<file path="src/hw/rtl/text_to_int64_parser_macros.svh">
// Assertion macros shared by the parser RTL.
`ifndef TEXT_TO_INT64_PARSER_MACROS_SVH
`define TEXT_TO_INT64_PARSER_MACROS_SVH

// Same-cycle implication, checked outside of reset.
`define T2I_ASSERT_NOW(label, ante, cons, msg) \
  label: assert property (@(posedge clk) disable iff (!rst_n) (ante) |-> (cons)) \
    else $error(msg);

// Next-cycle implication, checked outside of reset.
`define T2I_ASSERT_NEXT(label, ante, cons, msg) \
  label: assert property (@(posedge clk) disable iff (!rst_n) (ante) |=> (cons)) \
    else $error(msg);

`endif

</file>
<file path="src/hw/rtl/t2i_pkg.sv">
package t2i_pkg;

  localparam int unsigned POS_W   = 12;
  localparam int unsigned BASE_W  = 6;
  localparam int unsigned DIG_W   = 6;
  localparam logic [POS_W-1:0] MAX_LEN = 12'd4095;

  localparam logic [63:0] POS_MAX = 64'h7FFF_FFFF_FFFF_FFFF;
  localparam logic [63:0] NEG_MAX = 64'h8000_0000_0000_0000;

  localparam logic [BASE_W-1:0] BASE_AUTO = 6'd0;
  localparam logic [BASE_W-1:0] BASE_ONE  = 6'd1;
  localparam logic [BASE_W-1:0] BASE_OCT  = 6'd8;
  localparam logic [BASE_W-1:0] BASE_DEC  = 6'd10;
  localparam logic [BASE_W-1:0] BASE_HEX  = 6'd16;
  localparam logic [BASE_W-1:0] BASE_TOP  = 6'd36;

  localparam logic [DIG_W-1:0] DIG_NONE = 6'd63;

  localparam logic [7:0] CH_SPACE = 8'h20;
  localparam logic [7:0] CH_TAB   = 8'h09;
  localparam logic [7:0] CH_CR    = 8'h0D;
  localparam logic [7:0] CH_MINUS = 8'h2D;
  localparam logic [7:0] CH_PLUS  = 8'h2B;
  localparam logic [7:0] CH_ZERO  = 8'h30;
  localparam logic [7:0] CH_NINE  = 8'h39;
  localparam logic [7:0] CH_UPA   = 8'h41;
  localparam logic [7:0] CH_UPZ   = 8'h5A;
  localparam logic [7:0] CH_LOA   = 8'h61;
  localparam logic [7:0] CH_LOZ   = 8'h7A;
  localparam logic [7:0] CH_UPX   = 8'h58;
  localparam logic [7:0] CH_LOX   = 8'h78;

  typedef enum logic [2:0] {
    PH_WS    = 3'd0,
    PH_SIGN  = 3'd1,
    PH_ZERO  = 3'd2,
    PH_XPFX  = 3'd3,
    PH_DIGIT = 3'd4,
    PH_DONE  = 3'd5
  } phase_t;

  typedef enum logic [1:0] {
    ST_OK      = 2'd0,
    ST_RANGE   = 2'd1,
    ST_BADBASE = 2'd2
  } status_t;

  typedef struct packed {
    logic [7:0] char_byte;
    logic       last;
  } step_t;

  typedef struct packed {
    logic [63:0]      value;
    logic [POS_W-1:0] end_pos;
    status_t          status;
  } result_t;

  // Digit value of a character; DIG_NONE for anything that is no digit in any base.
  function automatic logic [DIG_W-1:0] char_value(input logic [7:0] c);
    logic [7:0] t;
    t = 8'd0;
    if (c >= CH_ZERO && c <= CH_NINE) begin
      t = c - CH_ZERO;
    end else if (c >= CH_UPA && c <= CH_UPZ) begin
      t = c - CH_UPA + 8'd10;
    end else if (c >= CH_LOA && c <= CH_LOZ) begin
      t = c - CH_LOA + 8'd10;
    end else begin
      t = 8'(DIG_NONE);
    end
    return t[DIG_W-1:0];
  endfunction

endpackage

</file>
<file path="src/hw/rtl/t2i_mac.sv">
// Multiply-accumulate of one digit with the saturation check against the signed limit.
module t2i_mac (
  input  logic [63:0]                 acc,
  input  logic [t2i_pkg::BASE_W-1:0]  base,
  input  logic [t2i_pkg::DIG_W-1:0]   digit,
  input  logic                        negative,
  output logic [63:0]                 acc_out,
  output logic                        ovf
);

  logic [69:0] prod;
  logic [70:0] sum;
  logic [63:0] limit;

  // acc * base + digit exceeds the limit exactly when acc > (limit - digit) / base.
  assign prod    = 70'(acc) * 70'(base);
  assign sum     = 71'(prod) + 71'(digit);
  assign limit   = negative ? t2i_pkg::NEG_MAX : t2i_pkg::POS_MAX;
  assign ovf     = sum > 71'(limit);
  assign acc_out = ovf ? limit : sum[63:0];

endmodule

</file>
<file path="src/hw/rtl/t2i_core.sv">
// Per-string parse state; consumes one character per enabled cycle.
module t2i_core (
  input  logic                        clk,
  input  logic                        rst_n,
  input  logic [t2i_pkg::BASE_W-1:0]  radix,
  input  logic                        go,
  input  t2i_pkg::step_t              step,
  output t2i_pkg::result_t            res
);

`include "text_to_int64_parser_macros.svh"

  t2i_pkg::phase_t                phase_r, phase_nxt, phase_eff;
  logic [63:0]                    acc_r, acc_nxt;
  logic                           neg_r, neg_nxt;
  logic [t2i_pkg::BASE_W-1:0]     base_r, base_nxt, base_cur, take_base;
  logic [t2i_pkg::POS_W-1:0]      pos_r, pos_nxt, end_r, end_nxt;
  logic                           ovf_r, ovf_nxt;
  logic                           bad, is_ws, is_zero, is_x, after_sign, take;
  logic [t2i_pkg::DIG_W-1:0]      digit;
  logic [63:0]                    mac_acc;
  logic                           mac_ovf;

  t2i_mac u_mac (
    .acc      (acc_r),
    .base     (take_base),
    .digit    (digit),
    .negative (neg_r),
    .acc_out  (mac_acc),
    .ovf      (mac_ovf)
  );

  always_ff @(posedge clk) begin
    if (!rst_n) begin
      phase_r <= t2i_pkg::PH_WS;
      acc_r   <= '0;
      neg_r   <= 1'b0;
      base_r  <= '0;
      pos_r   <= '0;
      end_r   <= '0;
      ovf_r   <= 1'b0;
    end else if (go) begin
      if (step.last) begin
        phase_r <= t2i_pkg::PH_WS;
        acc_r   <= '0;
        neg_r   <= 1'b0;
        base_r  <= '0;
        pos_r   <= '0;
        end_r   <= '0;
        ovf_r   <= 1'b0;
      end else begin
        phase_r <= phase_nxt;
        acc_r   <= acc_nxt;
        neg_r   <= neg_nxt;
        base_r  <= base_nxt;
        pos_r   <= pos_nxt;
        end_r   <= end_nxt;
        ovf_r   <= ovf_nxt;
      end
    end
  end

  // Character decode and the base that a digit is taken in.
  always_comb begin
    // The base is latched from the register on the first byte of a string.
    base_cur  = (phase_r == t2i_pkg::PH_WS && pos_r == '0) ? radix : base_r;
    bad       = (base_cur == t2i_pkg::BASE_ONE) || (base_cur > t2i_pkg::BASE_TOP);
    phase_eff = bad ? t2i_pkg::PH_DONE : phase_r;

    is_ws   = (step.char_byte == t2i_pkg::CH_SPACE) ||
              (step.char_byte >= t2i_pkg::CH_TAB && step.char_byte <= t2i_pkg::CH_CR);
    is_zero = (step.char_byte == t2i_pkg::CH_ZERO);
    is_x    = (step.char_byte == t2i_pkg::CH_UPX) || (step.char_byte == t2i_pkg::CH_LOX);
    digit   = t2i_pkg::char_value(step.char_byte);

    pos_nxt = (pos_r >= t2i_pkg::MAX_LEN) ? t2i_pkg::MAX_LEN : pos_r + 1'b1;

    // An undecided auto base becomes octal after a leading zero, hex after the
    // prefix and decimal otherwise. Only a byte taken as a digit uses it.
    take_base = base_cur;
    if (base_cur == t2i_pkg::BASE_AUTO) begin
      if (phase_eff == t2i_pkg::PH_ZERO) begin
        take_base = t2i_pkg::BASE_OCT;
      end else if (phase_eff == t2i_pkg::PH_XPFX) begin
        take_base = t2i_pkg::BASE_HEX;
      end else begin
        take_base = t2i_pkg::BASE_DEC;
      end
    end
  end

  always_comb begin
    phase_nxt  = phase_eff;
    acc_nxt    = acc_r;
    neg_nxt    = neg_r;
    base_nxt   = base_cur;
    end_nxt    = end_r;
    ovf_nxt    = ovf_r;
    after_sign = 1'b0;
    take       = 1'b0;

    unique case (phase_eff)
      t2i_pkg::PH_WS: begin
        if (is_ws) begin
          phase_nxt = t2i_pkg::PH_WS;
        end else if (step.char_byte == t2i_pkg::CH_MINUS ||
                     step.char_byte == t2i_pkg::CH_PLUS) begin
          neg_nxt   = (step.char_byte == t2i_pkg::CH_MINUS);
          phase_nxt = t2i_pkg::PH_SIGN;
        end else begin
          after_sign = 1'b1;
        end
      end
      t2i_pkg::PH_SIGN: begin
        after_sign = 1'b1;
      end
      t2i_pkg::PH_ZERO: begin
        if (is_x) begin
          phase_nxt = t2i_pkg::PH_XPFX;
        end else begin
          take = 1'b1;
        end
      end
      t2i_pkg::PH_XPFX: begin
        take = 1'b1;
      end
      t2i_pkg::PH_DIGIT: begin
        take = 1'b1;
      end
      default: begin
        phase_nxt = t2i_pkg::PH_DONE;
      end
    endcase

    if (after_sign) begin
      if ((base_cur == t2i_pkg::BASE_AUTO || base_cur == t2i_pkg::BASE_HEX) && is_zero) begin
        // A leading zero counts as converted and may open a hex prefix.
        acc_nxt   = '0;
        end_nxt   = pos_nxt;
        phase_nxt = t2i_pkg::PH_ZERO;
      end else begin
        take = 1'b1;
      end
    end

    if (take) begin
      base_nxt = take_base;
      if (digit < take_base) begin
        if (!ovf_r) begin
          acc_nxt = mac_acc;
          ovf_nxt = mac_ovf;
        end
        end_nxt   = pos_nxt;
        phase_nxt = t2i_pkg::PH_DIGIT;
      end else begin
        phase_nxt = t2i_pkg::PH_DONE;
      end
    end

    if (bad) begin
      res.value   = '0;
      res.end_pos = '0;
      res.status  = t2i_pkg::ST_BADBASE;
    end else begin
      res.value   = neg_nxt ? (64'd0 - acc_nxt) : acc_nxt;
      res.end_pos = end_nxt;
      res.status  = ovf_nxt ? t2i_pkg::ST_RANGE : t2i_pkg::ST_OK;
    end
  end

  `T2I_ASSERT_NEXT(a_clear_after_last, go && step.last,
    phase_r == t2i_pkg::PH_WS && pos_r == '0 && !ovf_r, "string state not cleared after last byte")
  `T2I_ASSERT_NOW(a_ovf_saturated, ovf_r,
    acc_r == t2i_pkg::POS_MAX || acc_r == t2i_pkg::NEG_MAX, "overflowed accumulator not at limit")
  `T2I_ASSERT_NOW(a_end_not_past_pos, go, end_r <= pos_r, "end position ahead of byte count")

endmodule

</file>
<file path="src/hw/rtl/text_to_int64_parser.sv">
// out_valid rises when the last byte's result is loaded into the output register.
// One byte and one 64x6 multiply-add per cycle; a last byte waits on a full, stalled output.
// Reset (rst_n, synchronous, active low) empties both registers, clears the string state
// and sets the radix register to 10.
module text_to_int64_parser (
  input  logic                        clk,
  input  logic                        rst_n,
  input  logic                        cfg_we,
  input  logic [t2i_pkg::BASE_W-1:0]  cfg_radix,
  input  logic                        in_valid,
  output logic                        in_stall,
  input  logic [7:0]                  in_char_byte,
  input  logic                        in_last,
  output logic                        out_valid,
  input  logic                        out_stall,
  output logic signed [63:0]          out_value,
  output logic [t2i_pkg::POS_W-1:0]   out_end_pos,
  output logic [1:0]                  out_status
);

`include "text_to_int64_parser_macros.svh"

  // The radix register is sampled by the core on the first byte of each string, so a
  // write only takes effect from the next string on.
  logic [t2i_pkg::BASE_W-1:0] radix_r;

  // Input register: holds one accepted item until the core consumes it.
  logic           in_vld_r;
  t2i_pkg::step_t step_r;

  // Output register: holds the result item until the downstream side takes it.
  logic             out_vld_r;
  t2i_pkg::result_t res_r;
  t2i_pkg::result_t res_core;

  logic go;

  // The core advances whenever it has an item, unless that item ends a string and the
  // output register is still full and stalled. Non-final bytes never wait for the output.
  assign go       = in_vld_r && (!step_r.last || !out_vld_r || !out_stall);
  assign in_stall = in_vld_r && !go;

  always_ff @(posedge clk) begin
    if (!rst_n) begin
      radix_r <= t2i_pkg::BASE_DEC;
    end else if (cfg_we) begin
      radix_r <= cfg_radix;
    end
  end

  always_ff @(posedge clk) begin
    if (!rst_n) begin
      in_vld_r <= 1'b0;
    end else if (!in_stall) begin
      in_vld_r <= in_valid;
    end
  end

  always_ff @(posedge clk) begin
    if (!in_stall) begin
      step_r.char_byte <= in_char_byte;
      step_r.last      <= in_last;
    end
  end

  t2i_core u_core (
    .clk   (clk),
    .rst_n (rst_n),
    .radix (radix_r),
    .go    (go),
    .step  (step_r),
    .res   (res_core)
  );

  // A new result overwrites the register only when it is empty or being taken.
  always_ff @(posedge clk) begin
    if (!rst_n) begin
      out_vld_r <= 1'b0;
    end else if (go && step_r.last) begin
      out_vld_r <= 1'b1;
    end else if (!out_stall) begin
      out_vld_r <= 1'b0;
    end
  end

  always_ff @(posedge clk) begin
    if (go && step_r.last) begin
      res_r <= res_core;
    end
  end

  assign out_valid   = out_vld_r;
  assign out_value   = res_r.value;
  assign out_end_pos = res_r.end_pos;
  assign out_status  = res_r.status;

  `T2I_ASSERT_NEXT(a_result_loaded, go && step_r.last, out_vld_r, "final byte gave no result")
  `T2I_ASSERT_NOW(a_badbase_zero, out_vld_r && res_r.status == t2i_pkg::ST_BADBASE,
    res_r.value == '0 && res_r.end_pos == '0, "invalid base result not zero")
  `T2I_ASSERT_NOW(a_range_limit, out_vld_r && res_r.status == t2i_pkg::ST_RANGE,
    res_r.value == t2i_pkg::POS_MAX || res_r.value == t2i_pkg::NEG_MAX,
    "out of range result not saturated")

endmodule
</file>
<file path="config.mk">
export PLATFORM = sky130hd
export DESIGN_NAME = text_to_int64_parser
export DESIGN_NICKNAME = d
export VERILOG_FILES = /design/src/hw/rtl/t2i_pkg.sv /design/src/hw/rtl/t2i_mac.sv /design/src/hw/rtl/t2i_core.sv /design/src/hw/rtl/text_to_int64_parser.sv
export VERILOG_INCLUDE_DIRS = /design/src /design/src/hw/rtl
export SDC_FILE = /design/constraint.sdc
export NUM_CORES = 2
export LEC_CHECK = 0
export ABC_AREA = 1
export BUFFER_PORTS_ARGS = -buffer_cell sky130_fd_sc_hd__buf_2
export CAP_MARGIN = 20
export CORE_MARGIN = 2
export CORE_UTILIZATION = 40
export CTS_BUF_LIST = sky130_fd_sc_hd__clkbuf_8 sky130_fd_sc_hd__clkbuf_16
export DETAILED_ROUTE_END_ITERATION = 8
export PLACE_DENSITY_LB_ADDON = 0.1
export SLEW_MARGIN = 20
export SYNTH_ARGS = -nofsm -noshare
export SYNTH_HDL_FRONTEND = slang
export SYNTH_SLANG_ARGS = --single-unit
</file>
<file path="constraint.sdc">
create_clock -name clk -period 22 [get_ports clk]
set_input_delay 0 -clock clk [delete_from_list [all_inputs] [get_ports clk]]
set_output_delay 0 -clock clk [all_outputs]
set_load 0.02 [all_outputs]
</file>
# Yosys cells after proc, flatten, opt, wreduce, memory -nomap -nowiden
# Cells that the tools add are included.
dict set report word_totals {
  ff_bits 194
  output_inout_bits 80
  wordCells 128
}
dict set report op_classes {
  n_reduce_logical 26
  muxes 53
  magnitude_cmp 12
  addsub 8
  n_eq_ne 13
  multipliers 1
}
# cell count
set op_table {}
lappend op_table {{$mux 64} 9}
lappend op_table {{$mux 12} 7}
lappend op_table {{$add 70x6->71} 1}
lappend op_table {{$gt 71x64->1} 1}
lappend op_table {{$mul 64x6->70} 1}
lappend op_table {{$sub 1x64->64 const A} 1}
lappend op_table {{$mux 6} 8}
lappend op_table {{$eq 8x6->1 const B} 4}
lappend op_table {{$mux 3} 8}
lappend op_table {{$mux 1} 17}
lappend op_table {{$eq 8x7->1 const B} 2}
lappend op_table {{$ge 8x7->1 const B} 2}
lappend op_table {{$le 8x7->1 const B} 2}
lappend op_table {{$add 12x1->12 const B} 1}
lappend op_table {{$add 6x4->6 const B} 2}
lappend op_table {{$ge 12x12->1 const B} 1}
lappend op_table {{$logic_not 12->1} 1}
lappend op_table {{$sub 6x6->6 const B} 2}
lappend op_table {{$logic_and 1x1->1} 9}
lappend op_table {{$pmux 3 s3} 1}
lappend op_table {{$ge 8x4->1 const B} 1}
lappend op_table {{$ge 8x6->1 const B} 1}
lappend op_table {{$le 8x4->1 const B} 1}
lappend op_table {{$le 8x6->1 const B} 1}
lappend op_table {{other kinds (17)} 29}

# Depth between registers and ports, before layout
dict set report logic_depth {
  ltp_word 19
  ltp_mapped 76
}

# Modules after synthesis
# A second synthesis with hierarchy kept.
dict set report unflattened {
  hier_cells 4435
  hier_area_um2 28846.4
}
# mod cells_each instances area_per_inst_um2
set modules_own_cells {}
lappend modules_own_cells {t2i_mac 2608 1 16778.6}
lappend modules_own_cells {t2i_core 1697 1 9140.0}
lappend modules_own_cells {text_to_int64_parser 130 1 2927.8}

# Worst setup path after synthesis
# OpenSTA, ideal clock, no wires.
dict set report synth_timing {
  kind {register to register}
  start {reg u_core.pos_r[0] (netlist name)}
  end {reg res_r, in the netlist out_value[42] (data pin)}
  path_slack_ns 12.509
  required_time_ns 21.747
  path_stages_with_launch 71
  path_buffers 2
  arrival_ns 9.238
  setup_time_ns 0.253
  period_less_slack_ns 9.491
  path_cell_list {dfxtp_1 -> inv_1 -> ha_1 -> inv_1 -> nor2_1 -> nand2_1 -> nor2_4 -> nand3b_2 -> nand2_4 -> inv_2 -> o21ai_1 -> nand2_1 -> nand2_2 -> nand2_2 -> nor2_4 -> nand3_1 -> nand2_1 -> inv_1 -> [35 not listed] -> nand2_2 -> nand2_2 -> buf_4 -> nand3_1 -> o21ai_1 -> inv_2 -> ha_1 -> inv_1 -> nor2_2 -> nand2_1 -> nor2_4 -> nand3_1 -> nand2_1 -> nand2_1 -> nor2_2 -> nand2_1 -> nand2_1 -> nor2_1}
}
dict set report synth_via {
  elab_chain_cells 19
  word_cells_on_any_way 37
  cone_classes {add/sub: 2; mul: 1; order compare: 3; eq/ne: 6; mux: 17; reduce/logical: 8}
}
# element line_no
set synth_lines {}
lappend synth_lines {{start: declaration} t2i_core.sv:17} ;# logic [t2i_pkg::POS_W-1:0] pos_r, pos_nxt, end_r, end_nxt;
lappend synth_lines {{start signal: assignment} t2i_core.sv:56} ;# pos_r <= pos_nxt;
lappend synth_lines {{$logic_not 12->1 (*)} t2i_core.sv:66} ;# base_cur = (phase_r == t2i_pkg::PH_WS && pos_r == '0) ? radix : base_r;
lappend synth_lines {{$logic_and 1x1->1 (*)} t2i_core.sv:66}
lappend synth_lines {{$mux 6 (*)} t2i_core.sv:66}
lappend synth_lines {{$gt 6x6->1 / $eq 6x1->1 (equally long branches)} t2i_core.sv:67} ;# bad = (base_cur == t2i_pkg::BASE_ONE) || (base_cur > t2i_pkg::BASE_TOP);
lappend synth_lines {{$logic_or 1x1->1} t2i_core.sv:67}
lappend synth_lines {{$mux 3} t2i_core.sv:68} ;# phase_eff = bad ? t2i_pkg::PH_DONE : phase_r;
lappend synth_lines {{$eq 3x2->1} {t2i_core.sv:84, t2i_core.sv:102}}
lappend synth_lines {{$mux 5} t2i_core.sv:84} ;# end else if (phase_eff == t2i_pkg::PH_XPFX) begin
lappend synth_lines {{[3 not listed]} -}
lappend synth_lines {{$add 70x6->71} t2i_mac.sv:17} ;# assign sum = 71'(prod) + 71'(digit);
lappend synth_lines {{$gt 71x64->1} t2i_mac.sv:19} ;# assign ovf = sum > 71'(limit);
lappend synth_lines {{$mux 64} t2i_mac.sv:20} ;# assign acc_out = ovf ? limit : sum[63:0];
lappend synth_lines {{$mux 64} t2i_core.sv:149} ;# if (!ovf_r) begin
lappend synth_lines {{$mux 64} t2i_core.sv:148} ;# if (digit < take_base) begin
lappend synth_lines {{$mux 64} t2i_core.sv:146} ;# if (take) begin
lappend synth_lines {{$sub 1x64->64} t2i_core.sv:165} ;# res.value = neg_nxt ? (64'd0 - acc_nxt) : acc_nxt;
lappend synth_lines {{$mux 64} t2i_core.sv:165}
lappend synth_lines {{end signal: assignment} text_to_int64_parser.sv:88} ;# res_r <= res_core;
lappend synth_lines {{end: declaration} text_to_int64_parser.sv:33} ;# t2i_pkg::result_t res_r;
# Mark *: on every way between the ends. The rest lies on a longest branch, timed or not.
# A chain may end at the register's enable or synchronous reset.

# Final worst setup path
# Ends and elaborated chain as after synthesis.

==> flow_summary.json <==
{
  "io_pins": 100,
  "insertion_delay_ns": 0.48,
  "worstSetupPathType": "reg -> reg",
  "finalCriticalPeriod_ns": 13.68,
  "initial_core_util_pct": 40.24,
  "antenna_found_initial": 0,
  "whs_endpoint": "step_r[7]$_DFFE_PN_",
  "syn_inst": 3881,
  "cts_max_path_buffers": 2,
  "power.internal_mw": 0.6534,
  "final-max-slew-violation-count": 0,
  "cp_slowest_cell": "inv_2",
  "r2r-start": "u_core.pos_r[0]$_SDFFE_PN0P_",
  "first_iter_violations": 2385,
  "synthFlopType": "dfxtp_1",
  "die_height_um": 263.5,
  "place_ws_ns": 8.387,
  "core_sq_um": 66920,
  "grt_pass1_wl_um": 150600,
  "cts_root_buffer": "clkbuf_16",
  "met2_length_um": 45110,
  "synth_warnings": 0,
  "fin_ws_ns": 8.325,
  "synth_edf_count": 87,
  "io_buffers": 99,
  "viasPerCell": 5.428,
  "tightest_slew_ns": 1.057,
  "switching_share_pct": 41.35,
  "cts-htree-levels": 4,
  "max_clock_freq_mhz": 73.13,
  "layout-drive-gt1-share_pct": 6.098,
  "drcViolationCount": 0,
  "setup_tns_ns": 0,
  "syn2layout_area_growth_pct": 7.495,
  "clkPwrFrac_pct": 30.2,
  "cts_tree": "done",
  "dieWidth_um": 263.5,
  "fin_nets": 4409,
  "syn-cell-area_sq_um": 26930,
  "die_area_sq_um": 69410,
  "status": "completed",
  "wl_per_cell_um": 20.09,
  "end_kind": "register",
  "syn_nets": 4384,
  "vdd_drop_max_mv": 0.06509,
  "place.gp.congestion": 0.9854,
  "drtPass1Iterations": 6,
  "min_path_type": "in -> reg",
  "drtAntennaViolNets": 0,
  "wl_met3_um": 5304,
  "hold_viol_final": 0,
  "grt_overflow": 0,
  "power_mw": 1.114,
  "via_count": 26010,
  "period_share_pct": 62.16,
  "drv_cap": 0,
  "dp_hpwl_um": 76180,
  "p_leak_nw": 14.83,
  "syn_area_per_cell_sq_um": 6.938,
  "top_layer": "met4",
  "diodes": 0,
  "p_seq_share_pct": 36.5,
  "synth_seq_cells": 194,
  "grt_max_degree": 75,
  "r2r_slack_ns": 8.32,
  "numCtsBuffers": 17,
  "relSlewSlack_pct": 29.56,
  "r2r_end": "out_value[42]$_SDFFCE_PP0P_",
  "powerDensity_nw_per_um2": 38.49,
  "slowest_delay_ns": 0.68,
  "num_rows": 95,
  "fillers": 7105,
  "arrival_ns": 13.92,
  "r2r_cells": 66,
  "min_from": "in_char_byte[6]",
  "grt_pass1_vias": 25460,
  "switching_power_mw": 0.4607,
  "critPathMostFrequentCell": "nand2_1",
  "ys_seq_area_share_pct": 17.66,
  "postCtsResizedCells": 0,
  "rsz0062_at_grt": "no",
  "cts.sink_count": 194,
  "clk_pin_slew_worst_paths_ns": 0.09,
  "worstHoldPathCells": 2,
  "path_max_fanout": 61,
  "worstPathRequired_ns": 22.24,
  "drt-met1-wl_um": 42980,
  "track_usage_pct": 27.85,
  "wirelength_um": 96250,
  "setup_viol": 0,
  "async_flop_share_pct": 0,
  "startpoint_type": "register",
  "ys_types": 61,
  "comb_power_share_pct": 33.3,
  "skew_ns": 0.02321
}
-- metrics by stage --
stage               utilization [%]  instance area, sq um  std cells  hold WS (ns)
finish                        43.25                 28940       4792        0.2385
global route                  43.25                 28940       4792        0.2356
CTS                           43.25                 28940       4792        0.2253
detailed placement            41.89                 28030       4730        0.1794
global placement              41.89                 28030       4730        0.1783
floorplan                         -                 26930       3881       0.08411
-- cells in the mapped netlist, types with 30 or more instances --
| library cell | number | area [sq um] |
|---|---|---|
| ha_1 | 231 | 2890 |
| nand3_1 | 239 | 1196 |
| nand3b_1 | 38 | 285.3 |
| a21oi_1 | 279 | 1396 |
| clkbuf_1 | 76 | 285.3 |
| buf_1 | 30 | 112.6 |
| nand4_1 | 31 | 193.9 |
| nor3_1 | 35 | 175.2 |
| inv_1 | 500 | 1877 |
| fa_1 | 252 | 5045 |
| dfxtp_1 | 107 | 2142 |
| xor2_1 | 42 | 367.9 |
| edfxtp_1 | 87 | 2613 |
| nor2_1 | 619 | 2323 |
| nand2_1 | 945 | 3547 |
| o21ai_0 | 104 | 520.5 |
-- timing repair --
item | CTS | global route
endpoints found under the hold margin | 17 | 0
hold buffers | 30 | 0
buffers inserted | 0 | 0
-- critical path, delay by kind of cell, from the launching register on --
family                   cells  cell delay, ns
buffers and inverters       14            3.13
AND/OR/NAND/NOR             42            6.16
adder cells (fa/ha/maj)      8            3.03
flip-flops                   1            0.34
AO/OA/AOI/OAI                2            0.63
-- sequential cells by signal (all words and copies together) (netlist names) --
name and count:
step_r 9, u_core.phase_r 3, u_core.neg_r 1, out_end_pos 12, u_core.base_r 6, in_vld_r 1, u_core.end_r 12, u_core.acc_r 64
u_core.pos_r 12, radix_r 6, out_valid 1, out_value 64, out_status 2, u_core.ovf_r 1
-- cells by family (layout without fill, tap and decap cells) --
kind of cell	Yosys count	after routing	synth area share [%]
mux	1	1	0.03718
flops	194	194	17.66
xor+xnor	67	67	2.179
compound gates	490	490	10.04
fa+ha+maj	483	483	29.47
simple gates	1990	1990	31.02
buf+inv	656	694	9.600
-- worst max path at each step --
stage,endpoint,startpoint,cells past startpoint
2_1_floorplan,out_value[42]$_SDFFCE_PP0P_,u_core.pos_r[0]$_SDFFE_PN0P_,70
6_report,out_value[42]$_SDFFCE_PP0P_,u_core.pos_r[0]$_SDFFE_PN0P_,66
3_5_place_dp,out_value[42]$_SDFFCE_PP0P_,u_core.pos_r[0]$_SDFFE_PN0P_,63
3_3_place_gp,out_value[20]$_SDFFCE_PP0P_,u_core.pos_r[0]$_SDFFE_PN0P_,64
5_1_grt,out_value[42]$_SDFFCE_PP0P_,u_core.pos_r[0]$_SDFFE_PN0P_,69
4_1_cts,out_value[42]$_SDFFCE_PP0P_,u_core.pos_r[0]$_SDFFE_PN0P_,63
-- cells in the final DEF (no fill, tap or decap), drive strengths merged, types with 3 or more instances in the layout --
master / count
nor2: 644
buf: 118
clkbuf: 18
o211ai: 11
o21bai: 10
xnor2: 25
dlygate4sd3: 30
ha: 231
xor2: 42
nand4: 31
dfxtp: 107
a31oi: 8
nand2: 971
or2: 3
nor4: 11
nor3b: 3
o21ai: 130
edfxtp: 87
nand3b: 39
nor3: 35
fa: 252
a21boi: 4
a21oi: 279
o21a: 24
and2: 3
inv: 516
a31o: 4
and3: 5
nand3: 243
a21o: 5
o2111ai: 4
clkinv: 12
-- cell type report --
cell class | instances | area (sq um) | area share [%]
clock buffers | 18 | 450.4 | 1.556
clock inverters | 14 | 158.9 | 0.5490
repair buffers | 148 | 938.4 | 3.242
flip-flops and latches | 194 | 4756 | 16.43
well taps | 873 | 1092 | 3.774
inverters | 514 | 1934 | 6.683
multi-input cells | 3031 | 19610 | 67.76
-- power by group through the flow --
stage | clock network, mW | logic [mW] | registers, mW
2_1_floorplan | 0 | 0.240 | 0.424
3_3_place_gp | 0 | 0.361 | 0.415
3_5_place_dp | 0 | 0.360 | 0.415
4_1_cts | 0.339 | 0.366 | 0.407
5_1_grt | 0.351 | 0.404 | 0.408
6_report | 0.336 | 0.371 | 0.407
-- layer usage --
| metal | track usage (%) | vias up |
|---|---|---|
| li1 | - | 12400 |
| met1 | 37.95 | 12620 |
| met2 | 46.60 | 862 |
| met3 | 2.563 | 137 |
| met4 | 8.865 | 0 |
| met5 | 0 | - |
No activity file was read; power rests on OpenSTA's default activity.
